## src/sv/rpi_pkg.sv

```systemverilog
`timescale 1ns / 1ps
// ----------------------------------------------------------------------------
// rpi_pkg
// Shared types, codes and arithmetic helpers of the radial profile integrator.
// ----------------------------------------------------------------------------
package rpi_pkg;

    localparam int MAX_POINTS_DEFAULT = 1024;

    localparam int CFG_IDX_W = 2;
    localparam int CFG_W     = 32;
    localparam int SAMPLE_W  = 32;
    localparam int VALUE_W   = 48;
    localparam int WIDE_W    = 64;
    localparam int PROD_W    = 128;
    localparam int THETA_W   = 48;

    localparam logic [CFG_W-1:0]   CFG_RESET = 32'h0001_0000;
    localparam logic [WIDE_W-1:0]  MAX48     = 64'h0000_FFFF_FFFF_FFFF;
    localparam logic [WIDE_W-1:0]  MAX64     = 64'hFFFF_FFFF_FFFF_FFFF;

    typedef enum logic [1:0] {
        OP_LOAD = 2'd0,
        OP_DENS = 2'd1,
        OP_MASS = 2'd2,
        OP_POT  = 2'd3
    } t_op;

    typedef enum logic [1:0] {
        STS_OK   = 2'd0,
        STS_FEW  = 2'd1,
        STS_FULL = 2'd2,
        STS_SAT  = 2'd3
    } t_status;

    typedef enum logic [CFG_IDX_W-1:0] {
        CFG_STEP   = 2'd0,
        CFG_INV    = 2'd1,
        CFG_MSCALE = 2'd2,
        CFG_PSCALE = 2'd3
    } t_cfg_idx;

    typedef enum logic [4:0] {
        ST_NONE, ST_CAPTURE, ST_FULL, ST_ZERO, ST_THETA, ST_W, ST_INC1, ST_MASS,
        ST_DIV, ST_INC2, ST_COMMIT, ST_FEW, ST_POS, ST_RDA, ST_RDB, ST_LATB,
        ST_INTERP, ST_SCALE, ST_QDONE, ST_EMIT
    } t_step;

    typedef enum logic [2:0] {
        SH_0, SH_8, SH_16, SH_17, SH_32
    } t_shift;

    typedef struct packed {
        t_step step;
        logic  start;
    } t_cmd;

    typedef struct packed {
        logic is_load;
        logic zero_pt;
        logic full;
        logic few;
        logic in_range;
        logic is_pot;
        logic mul_done;
        logic div_done;
    } t_dp_stat;

    typedef struct packed {
        logic [WIDE_W-1:0] r;
        logic              sat;
    } t_mulres;

    // Takes a full product, drops the fraction bits and saturates to the limit.
    function automatic t_mulres mul_post(input logic [PROD_W-1:0] p, input t_shift sh,
                                         input logic lim48);
        logic [WIDE_W-1:0] r;
        logic              over;
        t_mulres           res;
        case (sh)
            SH_0: begin
                r    = p[63:0];
                over = |p[127:64];
            end
            SH_8: begin
                r    = p[71:8];
                over = |p[127:72];
            end
            SH_16: begin
                r    = p[79:16];
                over = |p[127:80];
            end
            SH_17: begin
                r    = p[80:17];
                over = |p[127:81];
            end
            SH_32: begin
                r    = p[95:32];
                over = |p[127:96];
            end
            default: begin
                r    = p[63:0];
                over = |p[127:64];
            end
        endcase
        if (lim48 && (|r[63:48])) begin
            over = 1'b1;
        end
        if (over) begin
            r = lim48 ? MAX48 : MAX64;
        end
        res.r   = r;
        res.sat = over;
        return res;
    endfunction

endpackage

```

## src/sv/rpi_ctrl.sv

```systemverilog
`timescale 1ns / 1ps
// ----------------------------------------------------------------------------
// rpi_ctrl
// Sequencer for loads and queries, input and output handshakes.
// ----------------------------------------------------------------------------
module rpi_ctrl (
    input  logic              i_clk,
    input  logic              i_rst_n,
    input  logic              i_in_valid,
    output logic              o_in_ready,
    output logic              o_out_valid,
    input  logic              i_out_ready,
    input  rpi_pkg::t_dp_stat i_stat,
    output rpi_pkg::t_cmd     o_cmd
);

    typedef enum logic [19:0] {
        S_IDLE   = 20'h00001,
        S_DECIDE = 20'h00002,
        S_FULL   = 20'h00004,
        S_ZERO   = 20'h00008,
        S_THETA  = 20'h00010,
        S_W      = 20'h00020,
        S_INC1   = 20'h00040,
        S_MASS   = 20'h00080,
        S_DIV    = 20'h00100,
        S_INC2   = 20'h00200,
        S_COMMIT = 20'h00400,
        S_FEW    = 20'h00800,
        S_POS    = 20'h01000,
        S_RDA    = 20'h02000,
        S_RDB    = 20'h04000,
        S_LATB   = 20'h08000,
        S_INTERP = 20'h10000,
        S_SCALE  = 20'h20000,
        S_QDONE  = 20'h40000,
        S_EMIT   = 20'h80000
    } t_state;

    t_state r_state;
    t_state n_state;
    logic   r_first;
    logic   r_out_valid;
    logic   n_out_valid;
    logic   w_slot_free;

    assign w_slot_free = !r_out_valid || i_out_ready;

    always_comb begin
        n_state     = r_state;
        o_cmd.step  = rpi_pkg::ST_NONE;
        o_cmd.start = r_first;
        case (r_state)
            S_IDLE: begin
                if (i_in_valid) begin
                    o_cmd.step = rpi_pkg::ST_CAPTURE;
                    n_state    = S_DECIDE;
                end
            end
            S_DECIDE: begin
                if (i_stat.is_load) begin
                    if (i_stat.zero_pt) begin
                        n_state = S_ZERO;
                    end else if (i_stat.full) begin
                        n_state = S_FULL;
                    end else begin
                        n_state = S_THETA;
                    end
                end else begin
                    n_state = i_stat.few ? S_FEW : S_POS;
                end
            end
            S_FULL: begin
                o_cmd.step = rpi_pkg::ST_FULL;
                n_state    = S_EMIT;
            end
            S_ZERO: begin
                o_cmd.step = rpi_pkg::ST_ZERO;
                n_state    = S_EMIT;
            end
            S_FEW: begin
                o_cmd.step = rpi_pkg::ST_FEW;
                n_state    = S_EMIT;
            end
            S_THETA: begin
                o_cmd.step = rpi_pkg::ST_THETA;
                if (i_stat.mul_done) n_state = S_W;
            end
            S_W: begin
                o_cmd.step = rpi_pkg::ST_W;
                if (i_stat.mul_done) n_state = S_INC1;
            end
            S_INC1: begin
                o_cmd.step = rpi_pkg::ST_INC1;
                if (i_stat.mul_done) n_state = S_MASS;
            end
            S_MASS: begin
                o_cmd.step = rpi_pkg::ST_MASS;
                if (i_stat.mul_done) n_state = S_DIV;
            end
            S_DIV: begin
                o_cmd.step = rpi_pkg::ST_DIV;
                if (i_stat.div_done) n_state = S_INC2;
            end
            S_INC2: begin
                o_cmd.step = rpi_pkg::ST_INC2;
                if (i_stat.mul_done) n_state = S_COMMIT;
            end
            S_COMMIT: begin
                o_cmd.step = rpi_pkg::ST_COMMIT;
                n_state    = S_EMIT;
            end
            S_POS: begin
                o_cmd.step = rpi_pkg::ST_POS;
                if (i_stat.mul_done) n_state = S_RDA;
            end
            S_RDA: begin
                o_cmd.step = rpi_pkg::ST_RDA;
                n_state    = S_RDB;
            end
            S_RDB: begin
                o_cmd.step = rpi_pkg::ST_RDB;
                n_state    = S_LATB;
            end
            S_LATB: begin
                o_cmd.step = rpi_pkg::ST_LATB;
                if (i_stat.in_range) begin
                    n_state = S_INTERP;
                end else begin
                    n_state = i_stat.is_pot ? S_SCALE : S_QDONE;
                end
            end
            S_INTERP: begin
                o_cmd.step = rpi_pkg::ST_INTERP;
                if (i_stat.mul_done) n_state = i_stat.is_pot ? S_SCALE : S_QDONE;
            end
            S_SCALE: begin
                o_cmd.step = rpi_pkg::ST_SCALE;
                if (i_stat.mul_done) n_state = S_EMIT;
            end
            S_QDONE: begin
                o_cmd.step = rpi_pkg::ST_QDONE;
                n_state    = S_EMIT;
            end
            S_EMIT: begin
                if (w_slot_free) begin
                    o_cmd.step = rpi_pkg::ST_EMIT;
                    n_state    = S_IDLE;
                end
            end
            default: begin
                n_state = S_IDLE;
            end
        endcase
    end

    always_comb begin
        n_out_valid = r_out_valid;
        if (r_out_valid && i_out_ready) begin
            n_out_valid = 1'b0;
        end
        if (o_cmd.step == rpi_pkg::ST_EMIT) begin
            n_out_valid = 1'b1;
        end
    end

    always_ff @(posedge i_clk) begin
        if (!i_rst_n) begin
            r_state     <= S_IDLE;
            r_first     <= 1'b0;
            r_out_valid <= 1'b0;
        end else begin
            r_state     <= n_state;
            r_first     <= n_state != r_state;
            r_out_valid <= n_out_valid;
        end
    end

    assign o_in_ready  = r_state == S_IDLE;
    assign o_out_valid = r_out_valid;

    a_emit_slot: assert property (@(posedge i_clk) disable iff (!i_rst_n)
        (o_cmd.step == rpi_pkg::ST_EMIT) |-> (!r_out_valid || i_out_ready))
        else $error("result issued over an item not yet taken");

    a_capture_decide: assert property (@(posedge i_clk) disable iff (!i_rst_n)
        (i_in_valid && o_in_ready) |=> (r_state == S_DECIDE))
        else $error("accepted item did not reach decode");

    a_mul_wait: assert property (@(posedge i_clk) disable iff (!i_rst_n)
        (r_state == S_DIV) |-> !i_stat.mul_done)
        else $error("multiplier finished during a divide");

endmodule
```

## config.mk

```make
export PLATFORM = sky130hd
export DESIGN_NAME = rpi_ctrl
export DESIGN_NICKNAME = d
export VERILOG_FILES = /design/src/sv/rpi_pkg.sv /design/src/sv/rpi_ctrl.sv
export SDC_FILE = /design/constraint.sdc
export NUM_CORES = 1
export LEC_CHECK = 0
export ABC_AREA = 1
export BUFFER_PORTS_ARGS = -buffer_cell sky130_fd_sc_hd__buf_2
export CAP_MARGIN = 20
export CORE_UTILIZATION = 55
export CTS_BUF_LIST = sky130_fd_sc_hd__clkbuf_8
export DETAILED_ROUTE_END_ITERATION = 16
export PLACE_DENSITY = 0.78
export SLEW_MARGIN = 20
export SYNTH_ARGS = -nofsm -noshare
export SYNTH_HDL_FRONTEND = slang
export SYNTH_SLANG_ARGS = --single-unit
```

## constraint.sdc

```tcl
create_clock -name i_clk -period 1.75 [get_ports i_clk]
set_clock_uncertainty 0.05 [all_clocks]
set_input_delay 0.2625 -clock i_clk [delete_from_list [all_inputs] [get_ports i_clk]]
set_output_delay 0.2625 -clock i_clk [all_outputs]
set_load 0.01 [all_outputs]
```

==> run metrics, run 1 <==
H-tree Lvls=1; DP Cell Count=462; Die Ht=61.1 µm; Gate Count Post-Synth=312; Post-synth top flop=dfxtp_1; first-pass GRT wire length=19400 µm; Placer Congestion=1.00; Post-DP Area=2720 µm²; status=aborted with a tool error; initial core utilization=57.6%; Post-Place Worst Slack=-0.261 ns; register area share after synthesis=22.9%; Yosys cell types=39; Max Root-Sink Buffers=2; clock buffer count from CTS=3; Synth area leaders=dfxtp_1 (23%), nand2_1 (9.4%), inv_1 (9.2%); Core Rows=21; Post-synth EDFFs=0; Async SR Flop Fraction=0%; Commonest cells post-synth=nand2_1 (48), inv_1 (47), nor2_1 (44); area leader, netlist=dfxtp_1; top-count cell post-synth=nand2_1; Post-Syn Area=1920 µm²; Seq cells post-synth=22; largest net degree at the start of global routing=19; global route overflow=31; port bufs=19; Post-Syn Nets=324; Stop stage=global routing (5_1_grt); Synth top area share=22.9%; DPL Wire Length=5080 µm; tool error=[ERROR GRT-0116] Global routing finished with congestion. Check the congestion regions in the DRC Viewer.; clock sink count=22; Root Buffer=clkbuf_8; I/O pin cnt=20; Mapped Avg Cell Area=6.16 µm²; GRT Total Usage=73.3%; DIE WIDTH=61.1 µm; vias in the first global route=3646; synth warn=0
-- kinds of logic after synthesis --
kind of cell | Yosys count | share of synthesized area [%]
simple gates | 190 | 51.1
buf+inv | 60 | 12.3
compound gates | 40 | 13.6
flops | 22 | 22.9
-- repair_timing --
action / in CTS
hold buffers: 0
gates resized for setup: 93
cloned: 0
setup buffers: 24
pin swaps: 30
endpoints found under the setup margin: 14
-- routing by layer --
| layer | GRT overflow | track usage [%] |
|---|---|---|
| met5 | 0 | 25.7 |
| met4 | 13 | 76.9 |
| met3 | 0 | 49.6 |
| met2 | 18 | 91.3 |
| met1 | 0 | 75.7 |
-- through the flow --
stage / setup TNS [ns] / utilization [%]
2_1_floorplan: 0 / -
3_3_place_gp: -1.28 / 81.5
3_5_place_dp: -1.50 / 81.5
4_1_cts: -1.66 / 96.7
==> run 2, diff against run 1 <==
--- a/config.mk
+++ b/config.mk
@@ -8,10 +8,9 @@
 export ABC_AREA = 1
 export BUFFER_PORTS_ARGS = -buffer_cell sky130_fd_sc_hd__buf_2
 export CAP_MARGIN = 20
-export CORE_UTILIZATION = 55
-export CTS_BUF_LIST = sky130_fd_sc_hd__clkbuf_8
+export CORE_UTILIZATION = 40
 export DETAILED_ROUTE_END_ITERATION = 16
-export PLACE_DENSITY = 0.78
+export PLACE_DENSITY_LB_ADDON = 0.15
 export SLEW_MARGIN = 20
 export SYNTH_ARGS = -nofsm -noshare
 export SYNTH_HDL_FRONTEND = slang
==> constraint.sdc (replaced) <==
create_clock -name i_clk -period 2.3 [get_ports i_clk]
set_clock_uncertainty 0.05 [all_clocks]
set_input_delay 0.345 -clock i_clk [delete_from_list [all_inputs] [get_ports i_clk]]
set_output_delay 0.345 -clock i_clk [all_outputs]
set_load 0.01 [all_outputs]
==> run 2 against run 1 <==
Compared with the run above: the flow now finishes, with violations (DRC); area after synthesis stayed put; synthesized cell count stayed put.
==> run metrics, run 2 <==
status=finished, violations left; failing checks=DRC; global route overflow=0; final-stage net count=351; share of cells above drive strength 1=26.3%; post-route design area=2240 µm²; worst rel slew slack=70.4%; top-count cell post-synth=nand2_1; Placer Congestion=1.01 (+1.4%); Seq cells post-synth=22 (unchanged); Gate Count Post-Synth=312 (unchanged); Hold EP=r_state[0]$_SDFF_PN1_; Root Buffer=clkbuf_8; Synth top area share=22.9% (unchanged); Post-DP Area=2070 µm² (-24%); Post-Syn Area=1920 µm² (unchanged); Overall Power=1420 µW; clock sink count=22 (unchanged); DPL Wire Length=4670 µm (-8.0%); largest net degree at the start of global routing=14; I/O pin cnt=20 (unchanged); flop-to-flop setup slack=0.27 ns; Mapped Avg Cell Area=6.16 µm² (unchanged); synth warn=0 (unchanged); Async SR Flop Fraction=0% (unchanged); first-pass GRT wire length=9540 µm; initial core utilization=42.9% (-15 points); H-tree Lvls=1 (unchanged); DR DRC count=1; register area share after synthesis=22.9% (unchanged); core area=4470 µm²; unrepaired setup endpoints after global routing=yes; cell leakage power=0.00108 µW; Pre-antenna DRT Iters=10; most frequent cells in the layout=inv_1 (47), nand2_1 (47), nor2_1 (38); Final ANT Viol Nets=0; power per cell area=633 nW/µm²; initial antenna violation count=0; FF-to-FF Start=r_state[3]$_SDFF_PN0_; Startpoint Class=register; Max Fclk=0.451 GHz; port bufs=19 (unchanged); CTS tree=built; reg2reg path depth=14; Worst-Margin Slew=0.439 ns; Post-Syn Nets=324 (unchanged); GRT Total Usage=24.2%; HP Class=in2reg; DIE WIDTH=71.3 µm (+17%); Largest Register=r_state; Initial DRC Count=165; maximum vdd ir drop=0.348 mV; later-pin clock latency in the skew report=0.27 ns; Critical Path Sink Type=output port; Setup TNS=0 ns; ratio of final minimum period to clock period=96.4%; Synth area leaders=dfxtp_1 (23%), nand2_1 (9.4%), inv_1 (9.2%); Post-synth top flop=dfxtp_1; # Max-Cap Violations=0; max-slew violations=0; Via density=5.37; area leader, netlist=dfxtp_1; Syn-to-layout area delta=16.5%; Die Ht=71.3 µm (+17%); Yosys cell types=39 (unchanged); Setup-failing EPs final=0; Req. time, crit path=1.90 ns; Clock transition at path regs=0.09 ns; Core Rows=24 (+14%); CP max FO=4; Vias=2096; clock buffer count from CTS=3 (unchanged); Tmin final=2.22 ns; Setup CP Type=reg2out; HP Start=i_rst_n; Hold Buf Count CTS=0 (unchanged); crit path DAT=1.82 ns; Max Root-Sink Buffers=2 (unchanged); vias in the first global route=1986; # diodes=0; worst hold stages=2; drt wl/cell=14.8 µm; Final Hold Vio Count=0; Post-synth EDFFs=0 (unchanged); number of flip-flops under the largest register name=20; die area=5080 µm²; Detailed Route WL=5760 µm; Commonest cells post-synth=nand2_1 (48), inv_1 (47), nor2_1 (44); worst reg2reg path endpoint=r_first$_SDFF_PN0_
[run 2: cell counts after synthesis]
No cell type changed its count.
[run 2: worst max-delay path, stage by stage (launching register included)]
cell	delay (ns)
dfxtp_1	0.36
inv_1	0.11
nand2_1	0.12
nor2_4	0.15
nand2_2	0.12
nor2_4	0.15
inv_1	0.08
o221a_2	0.26
nand4_1	0.07
buf_2	0.14
[run 2: how the worst max path moves through the flow]
stage	start	end	depth (start not counted)	slack (ns)
after detailed placement	r_state[17]$_SDFF_PN0_	o_cmd[1]	9	0.20
after global routing	r_state[12]$_SDFF_PN0_	o_cmd[1]	9	-0.02
after floorplan	r_state[5]$_SDFF_PN0_	o_cmd[1]	9	0.47
after CTS	r_state[1]$_SDFF_PN0_	o_cmd[3]	10	0.02
after global placement	r_state[7]$_SDFF_PN0_	o_cmd[1]	9	0.19
final	r_state[12]$_SDFF_PN0_	o_cmd[1]	9	0.08
[run 2: area by class of cell]
class / instances / area, µm²
Tap cell: 52 / 65.1
Sequential cell: 22 / 447
Fill cell: 469 / 2240
Multi-Input combinational cell: 230 / 1300
Timing Repair Buffer: 27 / 155
Inverter: 55 / 214
Clock buffer: 4 / 55.1
[run 2: repair_timing]
item                                    in CTS  in global routing
pin swaps                                    0                  6
endpoints found under the setup margin       1                  4
gates resized for setup                      3                 19
buffers inserted                             0                  5
[run 2: where the power goes]
group	switching, µW	internal [µW]
Combinational	441	248
Sequential	28.3	409
Clock	139	153
Total	608	810
[run 2: cells by family after synthesis]
| group | after synthesis | synth area share [%] |
|---|---|---|
| simple gates | 190 | 51.1 |
| buf+inv | 60 | 12.3 |
| compound gates | 40 | 13.6 |
| flops | 22 | 22.9 |
[run 2: through the flow]
step / instances / setup WS (ns) / util, % / hold WS [ns]
floorplan: 312 / 0.471 / - / 0.379
global placement: 381 / 0.189 / 46.3 / 0.468
detailed placement: 381 / 0.203 / 46.3 / 0.476
CTS: 385 / 0.0188 / 47.8 / 0.260
global route: 390 / -0.0215 / 50.0 / 0.259
finish: 390 / 0.0834 / 50.0 / 0.264
[run 2: metal layers]
metal	track usage (%)	up-vias	share of wire, %
met5	0	-	0
met3	4.50	6	3.3
met2	39.8	37	48
met4	6.22	0	0.95
li1	-	1087	-
met1	32.8	966	48
No activity file was read; power rests on OpenSTA's default activity.
==> run 3, diff against run 2 <==
--- a/config.mk
+++ b/config.mk
@@ -10,7 +10,8 @@
 export CAP_MARGIN = 20
 export CORE_UTILIZATION = 40
 export DETAILED_ROUTE_END_ITERATION = 16
-export PLACE_DENSITY_LB_ADDON = 0.15
+export GPL_TIMING_DRIVEN = 0
+export PLACE_DENSITY_LB_ADDON = 0.3
 export SLEW_MARGIN = 20
 export SYNTH_ARGS = -nofsm -noshare
 export SYNTH_HDL_FRONTEND = slang
==> run 3 against run 2 <==
Compared with the run above: the run still ends with DRC left; non-clock buffer count increased by 5; critical path depth increased by 1; final cell count increased by 1.3%; largest power group unchanged; final area increased by 2.6%.
==> run metrics, run 3 (synthesis results as in run 2) <==
status=finished, violations left; failing checks=DRC; internal power=900 µW (+11%); DIE WIDTH=71.3 µm (unchanged); Largest Register=r_state; Syn-to-layout area delta=19.6%; worst hold stages=2 (unchanged); worst reg2reg path endpoint=r_first$_SDFF_PN0_; Final ANT Viol Nets=0 (unchanged); reg2reg path depth=14 (unchanged); Setup CP Type=reg2out; Initial DRC Count=227 (+38%); Max Root-Sink Buffers=2 (unchanged); Req. time, crit path=1.90 ns (about the same); Placer Congestion=0.944 (-6.9%); clock buffer count from CTS=3 (unchanged); largest net degree at the start of global routing=14 (unchanged); power per cell area=660 nW/µm² (+4.3%); sw frac=40.7% (-2.2 points); CTS tree=built; Setup-failing EPs final=0 (unchanged); HP Class=in2reg; clock sink count=22 (unchanged); Core Rows=24 (unchanged); worst rel slew slack=56.3% (-14 points); CP endpoint=o_cmd[1]; Root Buffer=clkbuf_8; Pre-antenna DRT Iters=11 (+1); global route overflow=0 (unchanged); most common cell after layout, fill and taps aside=nand2_1; Final Hold Vio Count=0 (unchanged); Tmin final=2.21 ns (-0.00818 ns); I/O pin cnt=20 (unchanged); ratio of final minimum period to clock period=96.0% (-0.36 points); first-pass GRT wire length=9290 µm (-2.5%); Via density=5.59 (+4.1%); Seq pwr share=28.8% (-2.0 points); initial core utilization=42.9% (unchanged); fill count=458 (-2.3%); initial antenna violation count=0 (unchanged); Logic pwr share=46.0% (-2.6 points); final-stage net count=356 (+1.4%); DPL Wire Length=4380 µm (-6.3%); Vias=2209 (+5.4%); # Max-Cap Violations=0 (unchanged); drt wl/cell=14.4 µm (-2.4%); final hold slack=0.258 ns (-0.00639 ns); Die Ht=71.3 µm (unchanged); core area=4470 µm² (unchanged); crit path DAT=1.81 ns (about the same); FF-to-FF Start=r_state[12]$_SDFF_PN0_; H-tree Lvls=1 (unchanged); Critical Path Sink Type=output port; Clock transition at path regs=0.09 ns (about the same); most frequent cells in the layout=nand2_1 (47), inv_1 (45), nor2_1 (40); share of cells above drive strength 1=28.0% (+1.7 points); maximum vdd ir drop=0.297 mV (-15%); cell leakage power=0.00110 µW (+2.1%); port bufs=18 (-1); NetSw=617 µW (+1.5%); vias in the first global route=1977 (-0.45%); Max Fclk=0.453 GHz (+0.37%); # diodes=0 (unchanged); DR DRC count=1 (unchanged); die area=5080 µm² (unchanged); Worst-Margin Slew=0.655 ns (+0.216 ns); GRT Total Usage=23.4% (-0.80 points); later-pin clock latency in the skew report=0.28 ns (about the same); clock share of power=25.2% (+4.6 points); number of flip-flops under the largest register name=20 (unchanged); Setup TNS=0 ns (unchanged); Detailed Route WL=5700 µm (-1.1%); flop-to-flop setup slack=0.19 ns (-0.08 ns); CP Launch Point=r_state[19]$_SDFF_PN0_; CP max FO=5 (+1); Startpoint Class=register; max-slew violations=0 (unchanged)
run 3: cell types whose count changed in the layout (fill, tap and decap cells not counted), moves of 2 or more:
| cell | previous run | this run |
|---|---|---|
| nor2_1 | 38 | 40 |
| dfxtp_2 | 2 | 8 |
| inv_1 | 47 | 45 |
| clkbuf_1 | 0 | 3 |
| nor2_2 | 11 | 7 |
| nor2_4 | 11 | 13 |
| dfxtp_1 | 19 | 13 |
| buf_4 | 8 | 10 |
| inv_2 | 5 | 7 |
run 3: power groups by stage:
stage | clock [µW] | sequential, µW | combinational, µW
after floorplan | 0 | 435 | 492
after global placement | 0 | 439 | 627
after detailed placement | 0 | 439 | 632
after CTS | 388 | 430 | 636
after global routing | 406 | 439 | 782
final | 383 | 436 | 698
run 3: what timing repair did:
item / in CTS / in global routing
endpoints found under the setup margin: 1 / 5
hold buffers: 0 / 0
endpoints found under the hold margin: 0 / 0
buffers inserted: 0 / 9
pin swaps: 0 / 6
resized for setup: 1 / 28
run 3: through the flow:
step	setup WS (ns)	util [%]	cells	instance area [µm²]	total power [µW]
3_3_place_gp	0.0673	46.4	382	2080	1070
4_1_cts	0.000327	48.0	386	2150	1450
5_1_grt	-0.0377	51.3	395	2300	1630
3_5_place_dp	0.0830	46.4	382	2080	1070
2_1_floorplan	0.471	-	312	1920	927
6_report	0.0916	51.3	395	2300	1520
run 3: final cells by class:
class	count	area (µm²)	area share [%]
Multi-Input combinational cell	230	1310	56.9
Sequential cell	22	454	19.8
Inverter	55	211	9.20
Timing Repair Buffer	27	158	6.86
Tap cell	52	65.1	2.83
Clock buffer	3	41.3	1.80
Clock inverter	1	30.0	1.31
Buffer	5	30.0	1.31
run 3: how the worst min path moves through the flow:
stage,from,to,slack (ns)
floorplan,i_rst_n,r_state[0]$_SDFF_PN1_,0.38
global placement,r_state[4]$_SDFF_PN0_,r_state[4]$_SDFF_PN0_,0.49
detailed placement,r_state[0]$_SDFF_PN1_,r_state[1]$_SDFF_PN0_,0.49
CTS,i_rst_n,r_state[0]$_SDFF_PN1_,0.26
global route,i_rst_n,r_state[0]$_SDFF_PN1_,0.26
finish,i_rst_n,r_state[0]$_SDFF_PN1_,0.26
run 3: layer usage:
metal	track usage, %	wire [µm]	share of wire, %	up-vias
met5	0	0	0	-
met4	6.67	110	1.9	0
met1	33.2	2600	46	1026
met2	36.9	2670	47	66
li1	-	-	-	1102
met3	3.52	318	5.6	15
run 3: critical path, cell delays in order (launching register included):
cell     delay, ns
dfxtp_4       0.37
nor2_2        0.11
nand2_2       0.13
inv_2         0.09
buf_6         0.11
nand2_1       0.08
nor2_4        0.14
inv_2         0.06
o221a_2       0.26
nand4_1       0.07
buf_2         0.13
==> run 4, diff against run 3 <==
--- a/config.mk
+++ b/config.mk
@@ -7,8 +7,7 @@
 export LEC_CHECK = 0
 export ABC_AREA = 1
 export BUFFER_PORTS_ARGS = -buffer_cell sky130_fd_sc_hd__buf_2
-export CAP_MARGIN = 20
-export CORE_UTILIZATION = 40
+export CORE_UTILIZATION = 53
 export DETAILED_ROUTE_END_ITERATION = 16
 export GPL_TIMING_DRIVEN = 0
 export PLACE_DENSITY_LB_ADDON = 0.3
==> constraint.sdc (replaced) <==
create_clock -name i_clk -period 2 [get_ports i_clk]
set_clock_uncertainty 0.05 [all_clocks]
set_input_delay 0.3 -clock i_clk [delete_from_list [all_inputs] [get_ports i_clk]]
set_output_delay 0.3 -clock i_clk [all_outputs]
set_load 0.01 [all_outputs]
==> run 4 against run 3 <==
Compared with the run above: the run ends with setup timing left; via count increased by 19%; global-route usage increased by 10 points; sequential power increased by 14%; first-iteration DRC count increased by 44%; critical path depth unchanged; final area increased by 23%; critical path type unchanged; critical endpoint is now o_cmd[2]; largest cell class unchanged.
==> run metrics, run 4 (synthesis results as in run 2) <==
status=finished, violations left; CP max FO=4 (-1); most frequent cells in the layout=buf_4 (48), inv_1 (38), nand2_1 (37); final hold slack=0.178 ns (-0.0797 ns); final-stage net count=396 (+11%); later-pin clock latency in the skew report=0.32 ns (+0.04 ns); ratio of final minimum period to clock period=111%; worst rel slew slack=53.4% (-2.9 points); Placer Congestion=0.948 (+0.42%); initial core utilization=56.2% (+13 points); FF-to-FF Start=r_state[11]$_SDFF_PN0_; Core Rows=21 (-13%); clock buffer count from CTS=3 (unchanged); CTS tree=built; DPL Wire Length=4280 µm (-2.2%); Setup CP Type=reg2out; Max Root-Sink Buffers=2 (unchanged); post-route design area=2830 µm² (+23%); port bufs=18 (unchanged); Req. time, crit path=1.65 ns (-0.25 ns); maximum vdd ir drop=0.309 mV (+4.2%); cell leakage power=0.00138 µW (+25%); Clock transition at path regs=0.13 ns (+0.04 ns); DP Cell Count=376 (-1.6%); Largest Register=r_state; Die Ht=62.2 µm (-13%); max-slew violations=0 (unchanged); I/O pin cnt=20 (unchanged); die area=3870 µm² (-24%); largest net degree at the start of global routing=13 (-1); H-tree Lvls=1 (unchanged); Vias=2618 (+19%); unrepaired setup endpoints after global routing=yes; Final Hold Vio Count=0 (unchanged); # Max-Cap Violations=0 (unchanged); post-layout util=82.9% (+32 points); DIE WIDTH=62.2 µm (-13%); core area=3420 µm² (-24%); drt wl/cell=17.0 µm (+18%); Max Fclk=0.450 GHz; failing checks=setup timing; global route overflow=0 (unchanged); Startpoint Class=register; most common cell after layout, fill and taps aside=buf_4; Post-DP Area=2070 µm² (-0.36%); Setup-failing EPs final=7 (+7); number of flip-flops under the largest register name=20 (unchanged); # diodes=0 (unchanged); clock sink count=22 (unchanged); power per cell area=649 nW/µm² (-1.6%); Root Buffer=clkbuf_4; DR DRC count=0 (-1); Finished Layout Cells=429 (+8.6%); Tmin final=2.22 ns; initial antenna violation count=0 (unchanged); Worst-Margin Slew=0.699 ns (+0.0440 ns); crit path DAT=1.87 ns (+0.06 ns); Via density=6.10 (+9.1%); GRT Total Usage=33.6% (+10 points); Initial DRC Count=327 (+44%); vias in the first global route=2178 (+10%); CP Launch Point=r_state[11]$_SDFF_PN0_; setup ws final=-0.223 ns (-0.315 ns); Critical Path Sink Type=output port; Detailed Route WL=7280 µm (+28%); HP Class=in2reg; Syn-to-layout area delta=47.5%; Pre-antenna DRT Iters=6 (-5); HP Start=i_rst_n; Final ANT Viol Nets=0 (unchanged); share of cells above drive strength 1=47.5% (+20 points); first-pass GRT wire length=10300 µm (+10%)
-- run 4: worst paths after layout --
| path | depth (start not counted) | end | slack [ns] |
|---|---|---|---|
| worst max-delay path | 10 | o_cmd[2] | -0.22 |
| worst min-delay path | 2 | r_state[0]$_SDFF_PN1_ | 0.18 |
| worst max register to register | 15 | r_first$_SDFF_PN0_ | -0.22 |
| worst min register to register | 2 | r_state[12]$_SDFF_PN0_ | 0.49 |
-- run 4: layout make-up --
cell class                      instances  area [µm²]
Multi-Input combinational cell        230        1540
Fill cell                             200         583
Sequential cell                        22         485
Timing Repair Buffer                   67         465
Inverter                               55         219
Tap cell                               46        57.6
Clock buffer                            4        36.3
Buffer                                  5        30.0
-- run 4: timing repair --
item,4_1_cts,5_1_grt
setup buffers,38,11
hold buffers,0,0
gates resized for setup,80,32
pin swaps,28,21
endpoints found under the setup margin,9,10
-- run 4: per-stage QoR --
step           setup TNS, ns  setup WS [ns]  total power, µW
4_1_cts               -0.228        -0.0839             1670
2_1_floorplan              0          0.216             1070
6_report               -1.06         -0.223             1840
5_1_grt                -1.88         -0.332             1940
3_3_place_gp          -0.106        -0.0500             1220
3_5_place_dp          -0.163        -0.0682             1230
-- run 4: critical path, cell delays in order, from the launching register on --
cell and delay [ns]:
dfxtp_2 0.37, nor2_4 0.14, nand2_4 0.10, inv_4 0.11, nand2_4 0.08, nor2_8 0.16, buf_4 0.12, nand2_1 0.07
o21a_1 0.14, nand4_1 0.11, buf_2 0.14
-- run 4: routing by layer --
layer	part of all wire (%)	routed length, µm	GRT usage [%]	vias to the layer above
met4	4.4	320	12.2	0
met1	38	2770	42.7	1180
met2	47	3410	57.7	209
met3	11	774	4.60	49
met5	0	0	0	-
li1	-	-	-	1180
-- run 4: power by group --
| part | internal [µW] | total, µW | switching, µW | leakage, µW |
|---|---|---|---|---|
| Sequential | 471 | 499 | 27.6 | 0.000190 |
| Combinational | 424 | 1080 | 655 | 0.00117 |
| Clock | 111 | 261 | 150 | 0.0000210 |
| Total | 1010 | 1840 | 832 | 0.00138 |
